--- src/rtl/blpg_pkg.sv ---
// Shared types, widths and codes for the Bresenham line pixel generator.
`timescale 1ns / 1ps

package blpg_pkg;

    // Coordinate width; the rest of the datapath widths follow from it.
    localparam int COORD_BITS = 12;

    // Fixed field widths of registers and result fields.
    localparam int WIN_W      = 11;
    localparam int STRIDE_W   = 14;
    localparam int PB_W       = 4;
    localparam int OFF_W      = 27;
    localparam int COLOR_W    = 32;
    localparam int CFG_ADDR_W = 2;
    localparam int CFG_DATA_W = 14;

    // Error term carries 2*err without overflow. The error term itself can
    // reach about 1.5 times the larger delta, so its double needs three bits
    // above the coordinate width.
    localparam int ERR_W = COORD_BITS + 3;
    // Width used for the window compare.
    localparam int CMP_W = (COORD_BITS > WIN_W) ? COORD_BITS : WIN_W;
    // Offset products and their sum.
    localparam int PY_W  = COORD_BITS + STRIDE_W;
    localparam int PX_W  = COORD_BITS + PB_W;
    localparam int SUM_W = ((PY_W + 1) > OFF_W) ? (PY_W + 1) : OFF_W;

    // Register reset values.
    localparam logic [WIN_W-1:0]    RST_WIDTH       = WIN_W'(800);
    localparam logic [WIN_W-1:0]    RST_HEIGHT      = WIN_W'(600);
    localparam logic [STRIDE_W-1:0] RST_STRIDE      = STRIDE_W'(3200);
    localparam logic [PB_W-1:0]     RST_PIXEL_BYTES = PB_W'(4);

    // Stream payload layout, lowest field first.
    localparam int IN_RAW_W     = 4 * COORD_BITS + COLOR_W;
    localparam int IN_TDATA_W   = ((IN_RAW_W + 7) / 8) * 8;
    localparam int IN_SX_LSB    = 0;
    localparam int IN_SY_LSB    = COORD_BITS;
    localparam int IN_EX_LSB    = 2 * COORD_BITS;
    localparam int IN_EY_LSB    = 3 * COORD_BITS;
    localparam int IN_COLOR_LSB = 4 * COORD_BITS;

    localparam int OUT_RAW_W     = 2 * COORD_BITS + OFF_W + COLOR_W;
    localparam int OUT_TDATA_W   = ((OUT_RAW_W + 7) / 8) * 8;
    localparam int OUT_Y_LSB     = COORD_BITS;
    localparam int OUT_OFF_LSB   = 2 * COORD_BITS;
    localparam int OUT_COLOR_LSB = 2 * COORD_BITS + OFF_W;

    // Command codes carried in the input tuser.
    typedef enum logic {
        OP_LOAD = 1'b0,
        OP_STEP = 1'b1
    } t_opcode;

    // Configuration register indexes.
    typedef enum logic [CFG_ADDR_W-1:0] {
        CFG_WIDTH       = 2'd0,
        CFG_HEIGHT      = 2'd1,
        CFG_STRIDE      = 2'd2,
        CFG_PIXEL_BYTES = 2'd3
    } t_cfg_idx;

    typedef struct packed {
        logic [WIN_W-1:0]    width;
        logic [WIN_W-1:0]    height;
        logic [STRIDE_W-1:0] stride;
        logic [PB_W-1:0]     pixel_bytes;
    } t_cfg;

    // Walk state of the active line.
    typedef struct packed {
        logic signed [COORD_BITS-1:0] cur_x;
        logic signed [COORD_BITS-1:0] cur_y;
        logic signed [COORD_BITS-1:0] tgt_x;
        logic signed [COORD_BITS-1:0] tgt_y;
        logic [COORD_BITS-1:0]        abs_dx;
        logic [COORD_BITS-1:0]        abs_dy;
        logic                         x_neg;
        logic                         y_neg;
        logic signed [ERR_W-1:0]      err;
        logic [COLOR_W-1:0]           color;
    } t_line;

    // Line endpoints as they arrive with a load beat.
    typedef struct packed {
        logic signed [COORD_BITS-1:0] sx;
        logic signed [COORD_BITS-1:0] sy;
        logic signed [COORD_BITS-1:0] ex;
        logic signed [COORD_BITS-1:0] ey;
        logic [COLOR_W-1:0]           color;
    } t_load;

    // One produced pixel.
    typedef struct packed {
        logic signed [COORD_BITS-1:0] x;
        logic signed [COORD_BITS-1:0] y;
        logic                         in_win;
        logic [OFF_W-1:0]             offset;
        logic [COLOR_W-1:0]           color;
        logic                         last;
    } t_pixel;

endpackage

--- src/rtl/bresenham_line_pixel_generator.sv ---
// Top level of the Bresenham line pixel generator.
// A load beat (tuser = 0) sets up a line and yields no output; each step beat
// (tuser = 1) while a line is active yields one pixel, registered in the output
// register (or the skid slot on a stall), and advances the position. One beat
// is taken every clock while ready is high: the line state is updated in the
// accepting cycle by a single pass through the setup, window, offset multiply
// and error-rule logic. Input ready drops only while two pixels wait downstream
// (output register plus skid slot full). Steps with no active line are absorbed
// silently, and the pixel at the end point carries tlast and ends the line.
`timescale 1ns / 1ps

module bresenham_line_pixel_generator
    import blpg_pkg::*;
(
    input  logic                   i_clk,
    input  logic                   i_rst_n,
    // Configuration writes.
    input  logic                   i_cfg_we,
    input  logic [CFG_ADDR_W-1:0]  i_cfg_addr,
    input  logic [CFG_DATA_W-1:0]  i_cfg_wdata,
    // Command stream.
    input  logic                   i_s_axis_tvalid,
    output logic                   o_s_axis_tready,
    // tdata: start_x, start_y, end_x, end_y, pixel_color
    input  logic [IN_TDATA_W-1:0]  i_s_axis_tdata,
    // tuser: opcode
    input  logic                   i_s_axis_tuser,
    // Pixel stream.
    output logic                   o_m_axis_tvalid,
    input  logic                   i_m_axis_tready,
    // tdata: pix_x, pix_y, byte_offset, pix_color, zero pad
    output logic [OUT_TDATA_W-1:0] o_m_axis_tdata,
    // tuser: inside_window
    output logic                   o_m_axis_tuser,
    // tlast: last_pixel
    output logic                   o_m_axis_tlast
);

    t_cfg   r_cfg;
    t_line  r_line, n_line;
    logic   r_busy, n_busy;
    t_load  load;
    t_line  setup, adv;
    t_pixel pix, out_pix;
    logic   accept, is_load, push;

    // Configuration registers.
    always_ff @(posedge i_clk) begin
        if (!i_rst_n) begin
            r_cfg.width       <= RST_WIDTH;
            r_cfg.height      <= RST_HEIGHT;
            r_cfg.stride      <= RST_STRIDE;
            r_cfg.pixel_bytes <= RST_PIXEL_BYTES;
        end else if (i_cfg_we) begin
            case (t_cfg_idx'(i_cfg_addr))
                CFG_WIDTH:       r_cfg.width       <= i_cfg_wdata[WIN_W-1:0];
                CFG_HEIGHT:      r_cfg.height      <= i_cfg_wdata[WIN_W-1:0];
                CFG_STRIDE:      r_cfg.stride      <= i_cfg_wdata[STRIDE_W-1:0];
                CFG_PIXEL_BYTES: r_cfg.pixel_bytes <= i_cfg_wdata[PB_W-1:0];
                default: ;
            endcase
        end
    end

    // Unpack the command beat.
    always_comb begin
        load.sx    = i_s_axis_tdata[IN_SX_LSB +: COORD_BITS];
        load.sy    = i_s_axis_tdata[IN_SY_LSB +: COORD_BITS];
        load.ex    = i_s_axis_tdata[IN_EX_LSB +: COORD_BITS];
        load.ey    = i_s_axis_tdata[IN_EY_LSB +: COORD_BITS];
        load.color = i_s_axis_tdata[IN_COLOR_LSB +: COLOR_W];
    end

    blpg_step u_step (
        .i_line  (r_line),
        .i_cfg   (r_cfg),
        .i_load  (load),
        .o_setup (setup),
        .o_pix   (pix),
        .o_adv   (adv)
    );

    assign accept  = i_s_axis_tvalid && o_s_axis_tready;
    assign is_load = t_opcode'(i_s_axis_tuser) == OP_LOAD;
    assign push    = accept && !is_load && r_busy;

    // Next line state: load restarts, a step advances or ends the line.
    always_comb begin
        n_line = r_line;
        n_busy = r_busy;
        if (accept && is_load) begin
            n_line = setup;
            n_busy = 1'b1;
        end else if (push) begin
            if (pix.last) begin
                n_busy = 1'b0;
            end else begin
                n_line = adv;
            end
        end
    end

    always_ff @(posedge i_clk) begin
        if (!i_rst_n) begin
            r_line <= '0;
            r_busy <= 1'b0;
        end else begin
            r_line <= n_line;
            r_busy <= n_busy;
        end
    end

    blpg_out_buf u_out (
        .i_clk   (i_clk),
        .i_rst_n (i_rst_n),
        .i_push  (push),
        .i_pix   (pix),
        .o_ready (o_s_axis_tready),
        .o_valid (o_m_axis_tvalid),
        .o_pix   (out_pix),
        .i_ready (i_m_axis_tready)
    );

    // Pack the pixel beat.
    assign o_m_axis_tdata = OUT_TDATA_W'({out_pix.color, out_pix.offset,
                                          out_pix.y, out_pix.x});
    assign o_m_axis_tuser = out_pix.in_win;
    assign o_m_axis_tlast = out_pix.last;

endmodule

--- src/rtl/blpg_step.sv ---
// Line setup, pixel evaluation and one Bresenham advance, all combinational.
`timescale 1ns / 1ps

module blpg_step
    import blpg_pkg::*;
(
    input  t_line  i_line,
    input  t_cfg   i_cfg,
    input  t_load  i_load,
    output t_line  o_setup,
    output t_pixel o_pix,
    output t_line  o_adv
);

    localparam logic signed [COORD_BITS-1:0] C_PLUS  = COORD_BITS'(1);
    localparam logic signed [COORD_BITS-1:0] C_MINUS = {COORD_BITS{1'b1}};

    logic signed [COORD_BITS:0]   sx_e, sy_e, ex_e, ey_e;
    logic                         x_lt, y_lt;
    logic [COORD_BITS:0]          dx_full, dy_full;
    logic signed [ERR_W-1:0]      dx_s, dy_s, e2, ld_dx_s, ld_dy_s;
    logic                         step_x, step_y;
    logic                         x_in, y_in, in_win;
    logic [CMP_W-1:0]             x_cmp, y_cmp, w_cmp, h_cmp;
    logic [PY_W-1:0]              prod_y;
    logic [PX_W-1:0]              prod_x;
    logic [SUM_W-1:0]             off_sum;

    // Load setup: absolute deltas, step signs and the starting error term.
    always_comb begin
        sx_e    = (COORD_BITS+1)'(i_load.sx);
        sy_e    = (COORD_BITS+1)'(i_load.sy);
        ex_e    = (COORD_BITS+1)'(i_load.ex);
        ey_e    = (COORD_BITS+1)'(i_load.ey);
        x_lt    = sx_e < ex_e;
        y_lt    = sy_e < ey_e;
        dx_full = x_lt ? (COORD_BITS+1)'(ex_e - sx_e) : (COORD_BITS+1)'(sx_e - ex_e);
        dy_full = y_lt ? (COORD_BITS+1)'(ey_e - sy_e) : (COORD_BITS+1)'(sy_e - ey_e);
        ld_dx_s = signed'(ERR_W'(dx_full[COORD_BITS-1:0]));
        ld_dy_s = signed'(ERR_W'(dy_full[COORD_BITS-1:0]));

        o_setup.cur_x  = i_load.sx;
        o_setup.cur_y  = i_load.sy;
        o_setup.tgt_x  = i_load.ex;
        o_setup.tgt_y  = i_load.ey;
        o_setup.abs_dx = dx_full[COORD_BITS-1:0];
        o_setup.abs_dy = dy_full[COORD_BITS-1:0];
        o_setup.x_neg  = !x_lt;
        o_setup.y_neg  = !y_lt;
        o_setup.err    = ld_dx_s - ld_dy_s;
        o_setup.color  = i_load.color;
    end

    // Window test on the current position.
    always_comb begin
        x_cmp  = CMP_W'(unsigned'(i_line.cur_x));
        y_cmp  = CMP_W'(unsigned'(i_line.cur_y));
        w_cmp  = CMP_W'(i_cfg.width);
        h_cmp  = CMP_W'(i_cfg.height);
        x_in   = !i_line.cur_x[COORD_BITS-1] && (x_cmp < w_cmp);
        y_in   = !i_line.cur_y[COORD_BITS-1] && (y_cmp < h_cmp);
        in_win = x_in && y_in;
    end

    // Framebuffer byte offset, forced to zero outside the window.
    always_comb begin
        prod_y  = PY_W'(unsigned'(i_line.cur_y)) * PY_W'(i_cfg.stride);
        prod_x  = PX_W'(unsigned'(i_line.cur_x)) * PX_W'(i_cfg.pixel_bytes);
        off_sum = SUM_W'(prod_y) + SUM_W'(prod_x);
    end

    always_comb begin
        o_pix.x      = i_line.cur_x;
        o_pix.y      = i_line.cur_y;
        o_pix.in_win = in_win;
        o_pix.offset = in_win ? off_sum[OFF_W-1:0] : '0;
        o_pix.color  = i_line.color;
        o_pix.last   = (i_line.cur_x == i_line.tgt_x) && (i_line.cur_y == i_line.tgt_y);
    end

    // Bresenham advance: e2 = 2*err decides which axes move.
    always_comb begin
        dx_s   = signed'(ERR_W'(i_line.abs_dx));
        dy_s   = signed'(ERR_W'(i_line.abs_dy));
        e2     = i_line.err <<< 1;
        step_x = e2 > -dy_s;
        step_y = e2 < dx_s;

        o_adv       = i_line;
        o_adv.err   = i_line.err - (step_x ? dy_s : '0) + (step_y ? dx_s : '0);
        if (step_x) begin
            o_adv.cur_x = i_line.cur_x + (i_line.x_neg ? C_MINUS : C_PLUS);
        end
        if (step_y) begin
            o_adv.cur_y = i_line.cur_y + (i_line.y_neg ? C_MINUS : C_PLUS);
        end
    end

endmodule

--- src/rtl/blpg_out_buf.sv ---
// Two-entry output register with skid slot for produced pixels.
`timescale 1ns / 1ps

module blpg_out_buf
    import blpg_pkg::*;
(
    input  logic   i_clk,
    input  logic   i_rst_n,
    input  logic   i_push,
    input  t_pixel i_pix,
    output logic   o_ready,
    output logic   o_valid,
    output t_pixel o_pix,
    input  logic   i_ready
);

    logic   r_out_valid, r_skid_valid;
    t_pixel r_out, r_skid;

    // Upstream may push as long as the skid slot is free.
    assign o_ready = !r_skid_valid;
    assign o_valid = r_out_valid;
    assign o_pix   = r_out;

    // Control: the output register refills from the skid slot first.
    always_ff @(posedge i_clk) begin
        if (!i_rst_n) begin
            r_out_valid  <= 1'b0;
            r_skid_valid <= 1'b0;
        end else if (!r_out_valid || i_ready) begin
            r_out_valid  <= r_skid_valid || i_push;
            r_skid_valid <= 1'b0;
        end else if (i_push) begin
            r_skid_valid <= 1'b1;
        end
    end

    // Payload.
    always_ff @(posedge i_clk) begin
        if (!r_out_valid || i_ready) begin
            r_out <= r_skid_valid ? r_skid : i_pix;
        end else if (i_push) begin
            r_skid <= i_pix;
        end
    end

endmodule

--- config.mk ---
export PLATFORM = sky130hd
export DESIGN_NAME = bresenham_line_pixel_generator
export DESIGN_NICKNAME = d
export VERILOG_FILES = /design/src/rtl/blpg_pkg.sv /design/src/rtl/bresenham_line_pixel_generator.sv /design/src/rtl/blpg_step.sv /design/src/rtl/blpg_out_buf.sv
export SDC_FILE = /design/constraint.sdc
export NUM_CORES = 1
export LEC_CHECK = 0
export ABC_CLOCK_PERIOD_IN_PS = 10040
export BUFFER_PORTS_ARGS = -buffer_cell sky130_fd_sc_hd__buf_2
export CORE_ASPECT_RATIO = 0.75
export CORE_MARGIN = 2
export CORE_UTILIZATION = 50
export DETAILED_ROUTE_END_ITERATION = 12
export GPL_TIMING_DRIVEN = 0
export PLACE_DENSITY = 0.7
export SLEW_MARGIN = 10
export SYNTH_ARGS = -nofsm -noshare
export SYNTH_HDL_FRONTEND = slang
export SYNTH_SLANG_ARGS = --single-unit
export TNS_END_PERCENT = 1
--- constraint.sdc ---
create_clock -name i_clk -period 10.04 [get_ports i_clk]
set_clock_uncertainty 0.2 [all_clocks]
set_input_delay 1.004 -clock i_clk [delete_from_list [all_inputs] [get_ports i_clk]]
set_output_delay 1.004 -clock i_clk [all_outputs]
set_load 0.005 [all_outputs]
==> impl_metrics.csv <==
group,metric,value,unit
setup_path,reg2reg_to,"u_out.o_pix[59]",
timing,finalHoldViolations,0,
synthesis,yosysMostFrequentCell,"nand2_1",
synthesis,synthTopCellsByArea,"edfxtp_1, fa_1, dfxtp_1",
synthesis,synth_seq_cells,333,
drt,ant_nets,0,
drt,routed_wirelength,78.94,mm
clock_tree,cts_resized,0,
timing,tightest_slew,1.096,ns
timing,slew_headroom,26.28,%
finish,nFillCells,4686,
synthesis,yosys_warnings,0,
floorplanning,die-area,0.05436,sq mm
timing,max_clock_freq,134.9,MHz
pwr,ir_drop,124.3,uV
synthesis,synth_edf_count,170,
timing,slew_viol_final,0,
pwr,p_leak,13.57,nW
timing,period_needed,7.414,ns
pwr,p_int,3.020,mW
finish,layout-drive-gt1-share,10.98,%
clock_tree,cts_tree,"built",
placed_design,numPortBuffers,188,
setup_path,critPathSlowestCell,"clkbuf_1",
setup_path,cp-start-kind,"register",
placed_design,place_ws,2.684,ns
floorplanning,die_x,268.6,microns
setup_path,cp_slowest_stage_delay,0.62,ns
finish,register_area,0.008368,sq mm
pwr,combPwrFrac,36.1,%
drt,vias,21628,
setup_path,cp_max_fo,10,
setup_path,rr_startpoint,"r_line[105]",
drt,drtIter0Drc,1952,
setup_path,cp_data_required_time,10.12,ns
drt,drc_errors,0,
pwr,p_sw_share,36.28,%
floorplanning,rows,72,
setup_path,cpMostUsedCell,"fa_1",
run,maxCapViolCount,0,
clock_tree,cts_setup_buffers,0,
setup_path,cp-end-kind,"register",
drt,firstDrtPassIters,6,
setup_path,r2r_cells,22,
clock_tree,hold_buffers,0,
synthesis,yosysSeqAreaShare,31.88,%
pwr,seqPwrFrac,34.2,%
setup_path,r2r_slack,2.63,ns
floorplanning,ios,194,
global_route,grt_pass1_vias,21600,
clock_tree,cts.path.max_buffers,3,
placed_design,placed_area,0.02818,sq mm
min_path,hold_class,"reg -> reg",
synthesis,netlist_instances,2851,
floorplanning,die_y,202.4,microns
min_path,whs_endpoint,"u_out.r_skid[73]",
pwr,p_sw,1.720,mW
placed_design,place_inst,3750,
timing,setup_viol,0,
synthesis,yosysTopAreaCellShare,19.45,%
placed_design,dp_hpwl,62.78,mm
status,outcome,"complete, no violations",
synthesis,synthArstFlopShare,0,%
setup_path,arrival,7.50,ns
finish,nets,3612,
floorplanning,initial_utilization,50.75,%
synthesis,yosys.area.top_type,"edfxtp_1",
timing,setup_slack,2.626,ns
drt,post_drt_wl_per_cell,20.66,microns
clock_tree,insertion_delay,0.57,ns
timing,min_period_over_period,73.85,%
pwr,pwr-share-clk,29.7,%
finish,stdcell_count,3821,
global_route,globalRouteOverflowTotal,0,
finish,stdcell_area,0.02943,sq mm
synthesis,ys_top_cells_by_count,"nand2_1, inv_1, ha_1, fa_1, a21oi_1",
finish,syn_to_final_growth,12.14,%
floorplanning,fp.coreArea,0.05171,sq mm
synthesis,synth_cell_types,71,
clock_tree,htreeDepth,2,
placed_design,gp_congestion,1.012,
clock_tree,cts_buffers,38,
synthesis,avgSynthCellArea,9.206,sq um
timing,rsz0062_at_grt,"false",
global_route,grt_pass1_wl,121.5,mm
synthesis,syn_area,0.02625,sq mm
clock_tree,clock_sinks,333,
setup_path,crit_chain,"clkbuf_1, clkbuf_1, nand2_1, fa_1, inv_1, fa_1, fa_1, fa_1, inv_1, fa_1, fa_1, inv_1, ha_1, clkbuf_1, nand3_1, nor3_1, o2111ai_1, o21ai_0, o221ai_1, o21ai_0, xor2_1, o21ai_0",
synthesis,ys.flop_type,"edfxtp_1",
clock_tree,root_buffer,"clkbuf_16",
global_route,grt_max_degree,52,
pwr,p_per_area,161.0,mW/mm^2
drt,routed_via_density,5.660,
clock_tree,clk_pin_slew_worst_paths,0.06,ns
min_path,min_from,"r_line[109]",
global_route,globalRouteTotalUtil,29.16,%
finish,multi_input_area,0.01583,sq mm
global_route,grt_antenna_before_repair,3,
setup_path,crit_type,"reg -> reg",
min_path,whs_path_depth,0,
timing,setup_tns,0,ns
-- cells in the final DEF, fill, tap and decap left out, types with 8 or more instances in the layout --
master and instances:
mux2i_1 33, o31ai_1 27, o21bai_1 9, nor2b_1 20, dfxtp_1 163, nand4_1 15
ha_1 237, nor3_1 38, clkbuf_16 40, nor4_1 9, o21ai_0 95, or3_1 16
a311oi_1 10, mux2_2 59, a21o_1 38, nand3_1 34, xor2_1 40, clkbuf_1 129
xnor2_1 66, and2_1 121, inv_1 398, buf_2 199, nor2_1 111, o21a_1 25
a31oi_1 19, a211oi_1 32, o211ai_1 20, a21oi_1 185, fa_1 186, nand2b_1 10
edfxtp_1 170, and3_1 27, nor3b_1 8, nand2_1 402, o221ai_1 9
-- power groups by stage --
stage	Clock, mW	Combinational, mW	Sequential [mW]
floorplan	0	1.18	1.61
global placement	0	1.63	1.64
detailed placement	0	1.67	1.64
CTS	1.42	1.69	1.62
global route	1.48	1.89	1.63
finish	1.41	1.71	1.62
-- sequential cells by signal, indices dropped and copies added (netlist names) --
register            count
u_out.r_skid           85
r_line                120
u_out.o_pix            85
u_out.o_valid           1
u_out.r_skid_valid      1
r_cfg                  40
r_busy                  1
-- how the worst max path moves through the flow --
| stage | from | endpoint | slack [ns] |
|---|---|---|---|
| global route | r_line[104] | u_out.o_pix[59] | 2.24 |
| global placement | i_m_axis_tready | u_out.r_skid[25] | -2.35 |
| finish | r_line[105] | u_out.o_pix[59] | 2.63 |
| floorplan | i_m_axis_tready | u_out.r_skid[0] | 2.47 |
| CTS | r_line[104] | u_out.o_pix[59] | 2.65 |
| detailed placement | r_line[104] | u_out.o_pix[59] | 2.68 |
-- logic make-up (layout without fill, tap and decap cells) --
group,Yosys count,in the layout,share of synthesized area (%)
simple gates,832,832,14.73
buf+inv,540,801,7.904
compound gates,524,524,12.66
fa+ha+maj,423,423,25.49
flops,333,333,31.88
xor+xnor,106,106,3.537
mux,92,92,3.790
other cells,1,7,0.01429
-- per-stage QoR --
stage | util (%) | total power, mW | hold WS (ns)
3_3_place_gp | 54.30 | 3.271 | 0.2079
5_1_grt | 56.92 | 4.991 | 0.2322
6_report | 56.92 | 4.740 | 0.2275
2_1_floorplan | - | 2.793 | 0.2029
3_5_place_dp | 54.50 | 3.311 | 0.2129
4_1_cts | 56.91 | 4.726 | 0.2261
-- routing by layer --
layer	up-vias	track usage [%]	routed length [microns]
met5	-	0	0
met4	0	11.45	3183
met3	174	4.788	6155
met2	843	45.72	35340
met1	10599	40.34	34260
li1	10012	-	-
-- critical path, delay by kind of cell, from the launching register on --
family | cells | cell delay [ns]
adders and majority gates | 7 | 3.17
buffers and inverters | 6 | 1.58
AOI/OAI and AO/OA | 5 | 0.93
DFF | 1 | 0.42
xor gates and xnor gates | 1 | 0.22
and+or+nand+nor | 3 | 0.59
-- cell type report --
type	count	share of cell area (%)
clock inverters	17	0.5697
flip-flops and latches	333	28.43
diodes	2	0.01700
repair buffers	192	3.494
well taps	703	2.989
plain buffers	142	1.973
multi-input cells	1982	53.79
inverters	398	5.076
clock buffers	52	3.656
No activity file was read; power rests on OpenSTA's default activity.
